===== src/hw/rtl/roman_numeral_encoder_core_macros.svh =====
// Assertion macros used by the back end of the Roman numeral encoder.
`ifndef ROMAN_NUMERAL_ENCODER_CORE_MACROS_SVH
`define ROMAN_NUMERAL_ENCODER_CORE_MACROS_SVH

// Whenever the antecedent holds, the consequent holds in the same cycle.
`define RNE_ASSERT_IMP(label, clk, rst, ante, cons, msg) \
   label: assert property (@(posedge clk) disable iff (rst) (ante) |-> (cons)) \
      else $error(msg);

// Whenever the antecedent holds, the consequent holds in the next cycle.
`define RNE_ASSERT_NXT(label, clk, rst, ante, cons, msg) \
   label: assert property (@(posedge clk) disable iff (rst) (ante) |=> (cons)) \
      else $error(msg);

`endif


===== src/hw/rtl/rne_pkg.sv =====
// Package with types, constants and digit tables of the Roman numeral encoder.
`default_nettype none

package rne_pkg;

   localparam int NUMBER_W   = 12;
   localparam int SYMBOL_W   = 7;
   localparam int DIGITS     = 4;
   localparam int PLACE_W    = $clog2(DIGITS);
   localparam int FIFO_DEPTH = 2;
   localparam int FIFO_PTR_W = (FIFO_DEPTH > 1) ? $clog2(FIFO_DEPTH) : 1;
   localparam int FIFO_CNT_W = $clog2(FIFO_DEPTH + 1);

   localparam logic [NUMBER_W-1:0] MAX_NUMBER = NUMBER_W'(3999);

   localparam logic [PLACE_W-1:0] PLACE_THOU = PLACE_W'(0);
   localparam logic [PLACE_W-1:0] PLACE_HUN  = PLACE_W'(1);
   localparam logic [PLACE_W-1:0] PLACE_TEN  = PLACE_W'(2);
   localparam logic [PLACE_W-1:0] PLACE_UNIT = PLACE_W'(3);

   localparam logic [SYMBOL_W-1:0] SYM_NONE = SYMBOL_W'(0);
   localparam logic [SYMBOL_W-1:0] SYM_I    = SYMBOL_W'(73);
   localparam logic [SYMBOL_W-1:0] SYM_V    = SYMBOL_W'(86);
   localparam logic [SYMBOL_W-1:0] SYM_X    = SYMBOL_W'(88);
   localparam logic [SYMBOL_W-1:0] SYM_L    = SYMBOL_W'(76);
   localparam logic [SYMBOL_W-1:0] SYM_C    = SYMBOL_W'(67);
   localparam logic [SYMBOL_W-1:0] SYM_D    = SYMBOL_W'(68);
   localparam logic [SYMBOL_W-1:0] SYM_M    = SYMBOL_W'(77);

   typedef enum logic [1:0] {
      RANK_ONE,
      RANK_FIVE,
      RANK_TEN
   } rank_type;

   // One converted number as it waits between front and back.
   typedef struct packed {
      logic       err;
      logic [1:0] thou;
      logic [3:0] hun;
      logic [3:0] ten;
      logic [3:0] unit;
   } rne_entry_type;

   // Number of characters that one decimal digit produces.
   function automatic logic [2:0] digit_len(input logic [3:0] d);
      logic [2:0] len;
      case (d)
         4'd0:    len = 3'd0;
         4'd1:    len = 3'd1;
         4'd2:    len = 3'd2;
         4'd3:    len = 3'd3;
         4'd4:    len = 3'd2;
         4'd5:    len = 3'd1;
         4'd6:    len = 3'd2;
         4'd7:    len = 3'd3;
         4'd8:    len = 3'd4;
         4'd9:    len = 3'd2;
         default: len = 3'd0;
      endcase
      return len;
   endfunction

   // Which of the one, five and ten symbols stands at a position of a digit.
   function automatic rank_type digit_rank(input logic [3:0] d, input logic [1:0] i);
      rank_type r;
      case (d)
         4'd4:                   r = (i == 2'd1) ? RANK_FIVE : RANK_ONE;
         4'd5, 4'd6, 4'd7, 4'd8: r = (i == 2'd0) ? RANK_FIVE : RANK_ONE;
         4'd9:                   r = (i == 2'd1) ? RANK_TEN  : RANK_ONE;
         default:                r = RANK_ONE;
      endcase
      return r;
   endfunction

   function automatic logic [SYMBOL_W-1:0] place_symbol(input logic [PLACE_W-1:0] p,
                                                       input rank_type r);
      logic [SYMBOL_W-1:0] s;
      case (p)
         PLACE_THOU: s = SYM_M;
         PLACE_HUN: begin
            case (r)
               RANK_ONE:  s = SYM_C;
               RANK_FIVE: s = SYM_D;
               default:   s = SYM_M;
            endcase
         end
         PLACE_TEN: begin
            case (r)
               RANK_ONE:  s = SYM_X;
               RANK_FIVE: s = SYM_L;
               default:   s = SYM_C;
            endcase
         end
         default: begin
            case (r)
               RANK_ONE:  s = SYM_I;
               RANK_FIVE: s = SYM_V;
               default:   s = SYM_X;
            endcase
         end
      endcase
      return s;
   endfunction

endpackage

`default_nettype wire


===== src/hw/rtl/rne_if.sv =====
// Handshake interfaces of the request and response channels.
`default_nettype none

interface rne_req_if import rne_pkg::*; ();
   logic                valid;
   logic                ready;
   logic [NUMBER_W-1:0] number;

   modport source (output valid, output number, input ready);
   modport sink   (input valid, input number, output ready);
endinterface

interface rne_rsp_if import rne_pkg::*; ();
   logic                valid;
   logic                ready;
   logic [SYMBOL_W-1:0] symbol;
   logic                last_symbol;
   logic                out_of_range;

   modport source (output valid, output symbol, output last_symbol, output out_of_range,
                   input ready);
   modport sink   (input valid, input symbol, input last_symbol, input out_of_range,
                   output ready);
endinterface

`default_nettype wire


===== src/hw/rtl/rne_front.sv =====
// Front end: accepts numbers, checks the range and splits them into decimal digits.
`default_nettype none

module rne_front import rne_pkg::*; (
   input  wire logic          clock,
   input  wire logic          reset,
   rne_req_if.sink            req,
   output logic               out_valid,
   input  wire logic          out_ready,
   output rne_entry_type      out_entry
);

   logic             s1_valid_ff, s1_valid_in;
   logic             s1_err_ff;
   logic [1:0]       s1_thou_ff;
   logic [9:0]       s1_rem_ff;
   logic             s2_valid_ff, s2_valid_in;
   logic             s2_err_ff;
   logic [1:0]       s2_thou_ff;
   logic [3:0]       s2_hun_ff;
   logic [6:0]       s2_rem_ff;

   logic             s1_ready, s2_ready;
   logic             s1_load, s2_load;
   logic             err_c;
   logic [1:0]       thou_c;
   logic [NUMBER_W-1:0] thou_sub_c;
   logic [3:0]       hun_c;
   logic [9:0]       hun_sub_c;
   logic [3:0]       ten_c;
   logic [6:0]       ten_sub_c;
   logic [3:0]       unit_c;

   assign s2_ready  = !s2_valid_ff || out_ready;
   assign s1_ready  = !s1_valid_ff || s2_ready;
   assign req.ready = s1_ready;
   assign s1_load   = req.valid && s1_ready;
   assign s2_load   = s1_valid_ff && s2_ready;

   // Stage one: range check and thousands digit.
   always_comb begin
      err_c = (req.number == '0) || (req.number > MAX_NUMBER);
      if (req.number >= NUMBER_W'(3000)) begin
         thou_c     = 2'd3;
         thou_sub_c = NUMBER_W'(3000);
      end else if (req.number >= NUMBER_W'(2000)) begin
         thou_c     = 2'd2;
         thou_sub_c = NUMBER_W'(2000);
      end else if (req.number >= NUMBER_W'(1000)) begin
         thou_c     = 2'd1;
         thou_sub_c = NUMBER_W'(1000);
      end else begin
         thou_c     = 2'd0;
         thou_sub_c = '0;
      end
   end

   // Stage two: hundreds digit by parallel compares against the multiples of 100.
   always_comb begin
      hun_c     = 4'd0;
      hun_sub_c = 10'd0;
      for (int k = 1; k < 10; k++) begin
         if (s1_rem_ff >= 10'(k * 100)) begin
            hun_c     = 4'(k);
            hun_sub_c = 10'(k * 100);
         end
      end
   end

   // Tens and units are split on the way into the queue.
   always_comb begin
      ten_c     = 4'd0;
      ten_sub_c = 7'd0;
      for (int k = 1; k < 10; k++) begin
         if (s2_rem_ff >= 7'(k * 10)) begin
            ten_c     = 4'(k);
            ten_sub_c = 7'(k * 10);
         end
      end
      unit_c = 4'(s2_rem_ff - ten_sub_c);
   end

   always_comb begin
      s1_valid_in = s1_load ? 1'b1 : (s2_load ? 1'b0 : s1_valid_ff);
      s2_valid_in = s2_load ? 1'b1 : (out_ready ? 1'b0 : s2_valid_ff);
   end

   always_ff @(posedge clock) begin
      if (reset) begin
         s1_valid_ff <= 1'b0;
         s2_valid_ff <= 1'b0;
      end else begin
         s1_valid_ff <= s1_valid_in;
         s2_valid_ff <= s2_valid_in;
      end
      if (s1_load) begin
         s1_err_ff  <= err_c;
         s1_thou_ff <= thou_c;
         s1_rem_ff  <= 10'(req.number - thou_sub_c);
      end
      if (s2_load) begin
         s2_err_ff  <= s1_err_ff;
         s2_thou_ff <= s1_thou_ff;
         s2_hun_ff  <= hun_c;
         s2_rem_ff  <= 7'(s1_rem_ff - hun_sub_c);
      end
   end

   assign out_valid      = s2_valid_ff;
   assign out_entry.err  = s2_err_ff;
   assign out_entry.thou = s2_thou_ff;
   assign out_entry.hun  = s2_hun_ff;
   assign out_entry.ten  = ten_c;
   assign out_entry.unit = unit_c;

endmodule

`default_nettype wire


===== src/hw/rtl/rne_fifo.sv =====
// Short queue of digit entries between the front end and the symbol sequencer.
`default_nettype none

module rne_fifo import rne_pkg::*; (
   input  wire logic          clock,
   input  wire logic          reset,
   input  wire logic          wr_valid,
   output logic               wr_ready,
   input  wire rne_entry_type wr_data,
   output logic               rd_valid,
   input  wire logic          rd_ready,
   output rne_entry_type      rd_data
);

   rne_entry_type         mem_ff [FIFO_DEPTH];
   logic [FIFO_PTR_W-1:0] wr_ptr_ff, wr_ptr_in;
   logic [FIFO_PTR_W-1:0] rd_ptr_ff, rd_ptr_in;
   logic [FIFO_CNT_W-1:0] count_ff, count_in;
   logic                  push, pop;

   assign wr_ready = (count_ff != FIFO_CNT_W'(FIFO_DEPTH));
   assign rd_valid = (count_ff != '0);
   assign push     = wr_valid && wr_ready;
   assign pop      = rd_valid && rd_ready;
   assign rd_data  = mem_ff[rd_ptr_ff];

   always_comb begin
      wr_ptr_in = wr_ptr_ff;
      rd_ptr_in = rd_ptr_ff;
      count_in  = count_ff;
      if (push) begin
         wr_ptr_in = (wr_ptr_ff == FIFO_PTR_W'(FIFO_DEPTH - 1)) ? '0 : wr_ptr_ff + 1'b1;
      end
      if (pop) begin
         rd_ptr_in = (rd_ptr_ff == FIFO_PTR_W'(FIFO_DEPTH - 1)) ? '0 : rd_ptr_ff + 1'b1;
      end
      if (push && !pop) begin
         count_in = count_ff + 1'b1;
      end else if (pop && !push) begin
         count_in = count_ff - 1'b1;
      end
   end

   always_ff @(posedge clock) begin
      if (reset) begin
         wr_ptr_ff <= '0;
         rd_ptr_ff <= '0;
         count_ff  <= '0;
      end else begin
         wr_ptr_ff <= wr_ptr_in;
         rd_ptr_ff <= rd_ptr_in;
         count_ff  <= count_in;
      end
      if (push) begin
         mem_ff[wr_ptr_ff] <= wr_data;
      end
   end

endmodule

`default_nettype wire


===== src/hw/rtl/rne_back.sv =====
// Back end: walks the digits of one entry and emits one numeral character per word.
`default_nettype none
`include "roman_numeral_encoder_core_macros.svh"

module rne_back import rne_pkg::*; (
   input  wire logic          clock,
   input  wire logic          reset,
   input  wire logic          in_valid,
   output logic               in_ready,
   input  wire rne_entry_type in_entry,
   rne_rsp_if.source          rsp
);

   logic                work_valid_ff, work_valid_in;
   logic                err_ff;
   logic [3:0]          dig_ff [DIGITS];
   logic [DIGITS-1:0]   mask_ff, mask_in;
   logic [1:0]          idx_ff, idx_in;
   logic                rsp_valid_ff, rsp_valid_in;
   logic [SYMBOL_W-1:0] symbol_ff;
   logic                last_ff;
   logic                oor_ff;

   logic                out_free, emit, load, digit_done, is_last;
   logic [PLACE_W-1:0]  place;
   logic [3:0]          cur_digit;
   logic [2:0]          cur_len;
   logic [DIGITS-1:0]   mask_clr;
   logic [DIGITS-1:0]   load_mask;
   logic [SYMBOL_W-1:0] cur_symbol;

   // The lowest set bit of the mask is the highest remaining decimal place.
   always_comb begin
      place = PLACE_W'(DIGITS - 1);
      for (int k = DIGITS - 1; k >= 0; k--) begin
         if (mask_ff[k]) begin
            place = PLACE_W'(k);
         end
      end
   end

   always_comb begin
      cur_digit  = dig_ff[place];
      cur_len    = digit_len(cur_digit);
      cur_symbol = place_symbol(place, digit_rank(cur_digit, idx_ff));
      digit_done = ({1'b0, idx_ff} + 3'd1) >= cur_len;
      mask_clr   = mask_ff;
      mask_clr[place] = 1'b0;
      is_last    = err_ff || (digit_done && (mask_clr == '0));
      out_free   = !rsp_valid_ff || rsp.ready;
      emit       = work_valid_ff && out_free;
      load       = !work_valid_ff || (emit && is_last);
      in_ready   = load;
      load_mask  = in_entry.err ? '0 : {in_entry.unit != 4'd0, in_entry.ten != 4'd0,
                                        in_entry.hun != 4'd0, in_entry.thou != 2'd0};
   end

   always_comb begin
      work_valid_in = work_valid_ff;
      mask_in       = mask_ff;
      idx_in        = idx_ff;
      if (load && in_valid) begin
         work_valid_in = 1'b1;
         mask_in       = load_mask;
         idx_in        = 2'd0;
      end else if (emit && is_last) begin
         work_valid_in = 1'b0;
      end else if (emit) begin
         mask_in = digit_done ? mask_clr : mask_ff;
         idx_in  = digit_done ? 2'd0 : idx_ff + 2'd1;
      end
      rsp_valid_in = emit ? 1'b1 : (rsp.ready ? 1'b0 : rsp_valid_ff);
   end

   always_ff @(posedge clock) begin
      if (reset) begin
         work_valid_ff <= 1'b0;
         rsp_valid_ff  <= 1'b0;
      end else begin
         work_valid_ff <= work_valid_in;
         rsp_valid_ff  <= rsp_valid_in;
      end
      mask_ff <= mask_in;
      idx_ff  <= idx_in;
      if (load && in_valid) begin
         err_ff         <= in_entry.err;
         dig_ff[PLACE_THOU] <= {2'b00, in_entry.thou};
         dig_ff[PLACE_HUN]  <= in_entry.hun;
         dig_ff[PLACE_TEN]  <= in_entry.ten;
         dig_ff[PLACE_UNIT] <= in_entry.unit;
      end
      if (emit) begin
         symbol_ff <= err_ff ? SYM_NONE : cur_symbol;
         last_ff   <= is_last;
         oor_ff    <= err_ff;
      end
   end

   assign rsp.valid        = rsp_valid_ff;
   assign rsp.symbol       = symbol_ff;
   assign rsp.last_symbol  = last_ff;
   assign rsp.out_of_range = oor_ff;

   `RNE_ASSERT_IMP(a_err_word_form, clock, reset, rsp_valid_ff && oor_ff,
      last_ff && (symbol_ff == SYM_NONE), "error word must be a single last zero character")
   `RNE_ASSERT_IMP(a_good_word_symbol, clock, reset, rsp_valid_ff && !oor_ff,
      symbol_ff != SYM_NONE, "numeral word carries no character")
   `RNE_ASSERT_IMP(a_work_has_digit, clock, reset, work_valid_ff && !err_ff,
      (mask_ff != '0) && ({1'b0, idx_ff} < cur_len), "sequencer points past its digits")
   `RNE_ASSERT_NXT(a_last_frees_slot, clock, reset, emit && is_last && !in_valid,
      !work_valid_ff, "sequencer stays busy after the last character")

endmodule

`default_nettype wire


===== src/hw/rtl/roman_numeral_encoder_core.sv =====
// Top level of the Roman numeral encoder: front end, digit queue and symbol sequencer.
//
//   channel  direction  handshake          payload
//   req      in         req.valid/ready    number[11:0]
//   rsp      out        rsp.valid/ready    symbol[6:0], last_symbol, out_of_range
//
// A number passes two front stages, waits in a two-entry queue and is then read out
// by the sequencer at one character per cycle while rsp is ready; a numeral has 1 to 15
// characters, and an out-of-range number gives a single error word.
// Before its first word a number is registered in both front stages, the queue, the sequencer and the output register.
// Reset is synchronous and clears all handshake state; no clearing pass is needed.
// A stall on rsp fills the output register, holds the sequencer, then fills the queue, then the front stages.
`default_nettype none

module roman_numeral_encoder_core import rne_pkg::*; (
   input  wire logic clock,
   input  wire logic reset,
   rne_req_if.sink   req,
   rne_rsp_if.source rsp
);

   logic          front_valid, front_ready;
   rne_entry_type front_entry;
   logic          queue_valid, queue_ready;
   rne_entry_type queue_entry;

   rne_front u_front (
      .clock     (clock),
      .reset     (reset),
      .req       (req),
      .out_valid (front_valid),
      .out_ready (front_ready),
      .out_entry (front_entry)
   );

   rne_fifo u_fifo (
      .clock    (clock),
      .reset    (reset),
      .wr_valid (front_valid),
      .wr_ready (front_ready),
      .wr_data  (front_entry),
      .rd_valid (queue_valid),
      .rd_ready (queue_ready),
      .rd_data  (queue_entry)
   );

   rne_back u_back (
      .clock    (clock),
      .reset    (reset),
      .in_valid (queue_valid),
      .in_ready (queue_ready),
      .in_entry (queue_entry),
      .rsp      (rsp)
   );

endmodule

`default_nettype wire


===== src/flat_wrapper.sv =====
// flat-port wrapper written by rule: the top's interface ports become plain ports
module roman_numeral_encoder_core_flat import rne_pkg::*;
  (clock, reset, req_valid, req_number, req_ready, rsp_valid, rsp_symbol, rsp_last_symbol, rsp_out_of_range, rsp_ready);
  rne_req_if req_i ();
  rne_rsp_if rsp_i ();
  input  wire logic clock;
  input  wire logic reset;
  input wire logic [$bits(req_i.valid)-1:0] req_valid;
  input wire logic [$bits(req_i.number)-1:0] req_number;
  output wire logic [$bits(req_i.ready)-1:0] req_ready;
  output wire logic [$bits(rsp_i.valid)-1:0] rsp_valid;
  output wire logic [$bits(rsp_i.symbol)-1:0] rsp_symbol;
  output wire logic [$bits(rsp_i.last_symbol)-1:0] rsp_last_symbol;
  output wire logic [$bits(rsp_i.out_of_range)-1:0] rsp_out_of_range;
  input wire logic [$bits(rsp_i.ready)-1:0] rsp_ready;
  assign req_i.valid = req_valid;
  assign req_i.number = req_number;
  assign req_ready = req_i.ready;
  assign rsp_valid = rsp_i.valid;
  assign rsp_symbol = rsp_i.symbol;
  assign rsp_last_symbol = rsp_i.last_symbol;
  assign rsp_out_of_range = rsp_i.out_of_range;
  assign rsp_i.ready = rsp_ready;
  roman_numeral_encoder_core u_core (.clock(clock), .reset(reset), .req(req_i), .rsp(rsp_i));
endmodule

===== config.mk =====
export PLATFORM = sky130hd
export DESIGN_NAME = roman_numeral_encoder_core_flat
export DESIGN_NICKNAME = d
export VERILOG_FILES = /design/src/hw/rtl/rne_pkg.sv /design/src/hw/rtl/rne_if.sv /design/src/hw/rtl/rne_front.sv /design/src/hw/rtl/rne_fifo.sv /design/src/hw/rtl/rne_back.sv /design/src/hw/rtl/roman_numeral_encoder_core.sv /design/src/flat_wrapper.sv
export VERILOG_INCLUDE_DIRS = /design/src /design/src/hw/rtl
export SDC_FILE = /design/constraint.sdc
export NUM_CORES = 1
export LEC_CHECK = 0
export ABC_AREA = 1
export BUFFER_PORTS_ARGS = -buffer_cell sky130_fd_sc_hd__buf_2
export CAP_MARGIN = 20
export CORE_MARGIN = 3
export CORE_UTILIZATION = 45
export CTS_CLUSTER_SIZE = 14
export DETAILED_ROUTE_END_ITERATION = 12
export SKIP_LAST_GASP = 1
export SYNTH_ARGS = -nofsm -noshare
export SYNTH_HDL_FRONTEND = slang
export SYNTH_HIERARCHICAL = 1
export SYNTH_SLANG_ARGS = --single-unit

===== constraint.sdc =====
create_clock -name clock -period 3.9 [get_ports clock]
set_input_delay 0.39 -clock clock [delete_from_list [all_inputs] [get_ports clock]]
set_output_delay 0.39 -clock clock [all_outputs]
set_load 0.01 [all_outputs]

After elaboration in Yosys (flattened, before gate mapping). Memory sizes are Yosys's and may differ from the RTL's. A register that Yosys moved wholly into a read port is not among the register bits. Cells that the tools add are included.

Output and inout port bits: 11. Word-level logic and storage cells: 195. RAM bits: 46. Register bits after elaboration: 51. Memory bits (read-only): 48. Memories kept: 3. Input port bits: 16.

Memory list: (name not given) (words 16, bits a word 3, read ports 1, clocked after memory_dff 0, write ports 0, RTL line rne_pkg.sv:48) `case (d)`; u_core.u_fifo.mem_ff (words 2, bits a word 15, read ports 1, clocked after memory_dff 1, write ports 1, RTL line rne_fifo.sv:15) `rne_entry_type mem_ff [FIFO_DEPTH];`; u_core.u_back.dig_ff (words 4, bits a word 4, read ports 1, clocked after memory_dff 0, write ports 4, RTL line rne_back.sv:16) `logic [3:0] dig_ff [DIGITS];`.

Reduce and logical (&&, ||, !) cells: 44. Equal/unequal tests: 12. Order comparisons: 25. Mux-type cells: 77. Bitwise gates (word level): 3. Add/subtract/negate cells: 9.

Operators by type and width (number): 2-to-1 mux 4 bit (28); 2-to-1 mux 7 bit (9); >= comparator 10 bit (second input constant) (4); >= comparator 10 x 9 -> 1 bit (second input constant) (3); 2-to-1 mux 10 bit (3); 2-to-1 mux 1 bit (25); >= comparator 7 x 6 -> 1 bit (second input constant) (3); >= comparator 7 bit (second input constant) (3); one-hot mux 5 bit (2 select lines) (2); nonzero test 2 bit (9); == test 4 x 3 -> 1 bit (second input constant) (4); one-hot mux 5 bit (3 select lines) (1); >= comparator 7 x 5 -> 1 bit (second input constant) (2); >= comparator 12 x 10 -> 1 bit (second input constant) (1); >= comparator 12 x 11 -> 1 bit (second input constant) (1); >= comparator 12 bit (second input constant) (1); > comparator 12 bit (second input constant) (1); zero test 12 bit (1); 2-to-1 mux 2 bit (6); nonzero test 4 bit (3); >= comparator 10 x 7 -> 1 bit (second input constant) (1); >= comparator 10 x 8 -> 1 bit (second input constant) (1); logical AND 1 bit (10); subtractor 10 bit (1); 29 further kinds (47).

Depth between registers and ports, before layout.
Word-level depth: 18. Depth in mapped cells: 25.

Hierarchy. Netlist, hierarchy kept.

Modules (own cells, without submodules): rne_front (area an instance 1953.1 sq um, instances 1, seq. area each 850.8 sq um, cells an instance 232); rne_back (area an instance 1652.8 sq um, instances 1, seq. area each 890.9 sq um, cells an instance 166); rne_fifo (area an instance 1380.1 sq um, instances 1, seq. area each 1001.0 sq um, cells an instance 84).

Worst setup path after synthesis. Ideal clock, no wire load.

Kind: reg-to-reg. Start point: register u_core.u_back.mask_ff[1]. End point: memory u_core.u_back.dig_ff[0][0], enable pin. Buffers on the path: 2. Stages on the path, launching flop included: 20. Data arrival time: 2.605 ns. Period minus slack after synthesis: 2.963 ns. Setup slack: 0.937 ns. Path through: edfxtp_1 > nor2_4 > buf_6 > nand3_2 > nand2_2 > nor2_4 > nor2_4 > nand3_1 > o21ai_0 > nor2_1 > ha_1 > nand2_1 > o211ai_1 > nand3_1 > nand2_2 > nand2_1 > nand2_2 > nand2_1 > buf_4 > inv_1.

RTL lines: from (decl) (RTL line rne_back.sv:17) `logic [DIGITS-1:0] mask_ff, mask_in;`; from (signal assigned) (RTL line rne_back.sv:83) `mask_ff <= mask_in;`; to (decl) (RTL line rne_back.sv:16).

==> impl_metrics.yaml <==
status:
  status: "complete, no violations"
final_layout:
  area_growth_pct: 8.66
  fin_nets: 551
  finalInstanceArea_mm2: 0.00542
  n_antenna_cell: 0
  nFillCells: 970
  drive_gt1_frac: 0.191
  multi_input_comb_area_mm2: 0.00188
  final_core_util: 0.513
  regArea_mm2: 0.00274
  fin_cells: 655
place:
  place.gp.congestion: 0.877
  post_dp_cell_area_mm2: 0.00523
  place_inst: 639
  dpl.hpwl_mm: 6.57
  io_buffers: 25
grt:
  antenna_found_initial: 0
  globalRouteMet2Util: 0.254
  grt_max_degree: 16
  gr-usage-met3: 0.0229
  first_global_vias: 3200
  grt-busiest-layer: "met2"
  grt_pass1_wl_mm: 14.5
  grt_util_met1: 0.169
  grt_use_total: 0.143
  grt_overflow: 0
clocking:
  cts_htree_levels: 3
  clk_latency_ns: 0.36
  post_cts_buffers: 0
  cts_sinks: 95
  cts-resized-gates: 0
  clkTransAtPathRegs_ns: 0.09
  root_buffer: "clkbuf_8"
  cts.path.max_buffers: 2
  numCtsBuffers: 9
  cts_tree: "built"
  cts_hold_buf: 0
detailed_routing:
  wire_per_inst_um: 12.8
  finalWirelength_mm: 8.37
  first_pass_iters: 5
  antenna_left: 0
  num_vias: 3294
  via_per_inst: 5.03
  drcViolationCount: 0
  initialDrtViolationCount: 193
sta:
  max_freq_ghz: 0.302
  fin_skew_ns: 0.0117
  hold_violations: 0
  layout_min_cycle_time_ns: 3.31
  rsz0062_at_grt: "no"
  slew_violations: 0
  worst_slew_margin_rel: 0.442
  holdWs_ns: 0.233
  finalCritPeriodShare: 0.848
  final-setup-viol-count: 0
  tns_ns: 0
  worst_pin_slew_ns: 0.836
floorplan:
  die_w_um: 111
  die_y_um: 111
  rows: 37
  ios: 27
  start_util: 0.472
  coreArea_mm2: 0.0106
  die_area_mm2: 0.0124
setup_path:
  cp_slowest_stage_delay_ns: 0.53
  required_ns: 3.89
  arrival_ns: 3.30
  cp_top_family: "simple AND/OR/NAND/NOR gates"
  startpoint_type: "flip-flop"
  worstPathCellList: "nor2_4 -> nand2_1 -> nor2_1 -> nor2_4 -> o21ai_0 -> nor2_1 -> ha_1 -> nand2_1 -> o211ai_1 -> nand3_1 -> nand2_2 -> nand2_1 -> nand2_2 -> nand2_1 -> inv_1"
  worst-path-buf-inv: 1
  crit_path_end_kind: "flip-flop"
  cp_common_cell: "nand2_1"
  cp_max_fo: 15
  crit_slowest_cell: "edfxtp_1"
  crit_type: "reg -> reg"
yosys:
  synthFlopType: "edfxtp_1"
  synth_area_leaders: "edfxtp_1, nand2_1, inv_1"
  synth_area_mm2: 0.00499
  synth.area.mux_share: 0.0414
  synth_top_area_frac: 0.506
  synth_simple_gate_area_frac: 0.189
  postSynthAreaPerCell_um2: 10.3
  synth-compound-area-share: 0.0718
  synth_fp_nets: 519
  synth_cell_types: 38
  synth_edf_count: 84
  yosysMostFrequentCell: "nand2_1"
  netlist.top_cell.by_area: "edfxtp_1"
  syn_inst: 482
  synth_top_family_by_area: "simple AND/OR/NAND/NOR gates"
  synth_adder_area_share: 0.0572
  yosysWarningCount: 6
  ys_ff_latch: 95
  ys_seq_area_frac: 0.550
  synth_xor_area_frac: 0.0176
  synth_common_cells: "nand2_1, edfxtp_1, inv_1"
  async_reset_ff_frac: 0
power:
  peakVddDrop_mv: 0.298
  power.share.switching: 0.383
  power_frac_clock: 0.166
  p_leak_uw: 0.00235
  p_seq_frac: 0.438
  power_switching_uw: 1430
  power.density_mw_per_mm2: 688
  p_int_uw: 2300
  combPwrFrac: 0.395
worst_hold_path:
  hold_class: "in -> reg"
job:
  max-cap-violations: 0
[flip-flops by register name, summed over array words and instances (netlist names), 2 cells and up, named ones only]
register,cells
u_core/u_back/dig_ff,14
u_core/u_back/idx_ff,2
u_core/u_front/s1_thou_ff,2
u_core/u_front/s2_rem_ff,7
u_core/u_fifo/count_ff,2
u_core/u_back/rsp.symbol,6
u_core/u_front/s2_thou_ff,2
u_core/u_front/s1_rem_ff,10
u_core/u_front/s2_hun_ff,4
u_core/u_fifo/mem_ff,30
u_core/u_back/mask_ff,4
[power groups by stage]
stage	clock (uW)	combinational [uW]	sequential, uW
2_1_floorplan	0	1220	1600
3_3_place_gp	0	1440	1650
3_5_place_dp	0	1480	1660
4_1_cts	642	1490	1640
5_1_grt	684	1700	1670
6_report	620	1470	1630
[final cells by class]
cell class,count,area share
well taps,136,0.0314
multi-input cells,305,0.347
inverters,74,0.0513
clock inverters,5,0.0109
repair buffers,29,0.0286
clock buffers,11,0.0242
flip-flops and latches,95,0.506
[routing by layer]
layer  vias to the layer above  share of wire
li1                       1693              -
met2                        60           0.51
met1                      1526           0.44
met3                        15          0.033
met4                         0          0.024
met5                         -              0
[layout by cell type (no fill, tap or decap), types with 10 or more instances in the layout]
cell type,instances
buf_2,25
xor2_1,10
mux2_4,10
nor2_1,33
edfxtp_1,84
nand2_2,12
inv_1,65
o21ai_0,11
nand3_1,25
nand2_1,96
ha_1,18
dfxtp_1,11
a21oi_1,24
[cells by family after synthesis]
kind of cell | after synthesis
mux | 15
compound gates | 61
other cells | 1
flops | 95
buf+inv | 82
simple gates | 197
fa+ha+maj | 21
xor+xnor | 10
[per-stage QoR]
stage	power [uW]	setup WS, ns
after floorplan	2820	0.937
after global placement	3090	0.736
after detailed placement	3140	0.593
after CTS	3770	0.578
after global routing	4050	0.156
final	3730	0.592
[path summary, 6_finish.rpt]
kind	from	end	slack, ns	depth (start not counted)
worst min-delay path	req_number[2]	u_core/u_front/s1_rem_ff[2]	0.23	1
worst min register to register	u_core/u_front/s1_rem_ff[0]	u_core/u_front/s2_rem_ff[0]	0.42	0
worst max-delay path	u_core/u_back/mask_ff[0]	u_core/u_back/dig_ff[1][2]	0.59	15
worst max register to register	u_core/u_back/mask_ff[0]	u_core/u_back/dig_ff[1][2]	0.59	15
(Power assumes the default switching activity.)
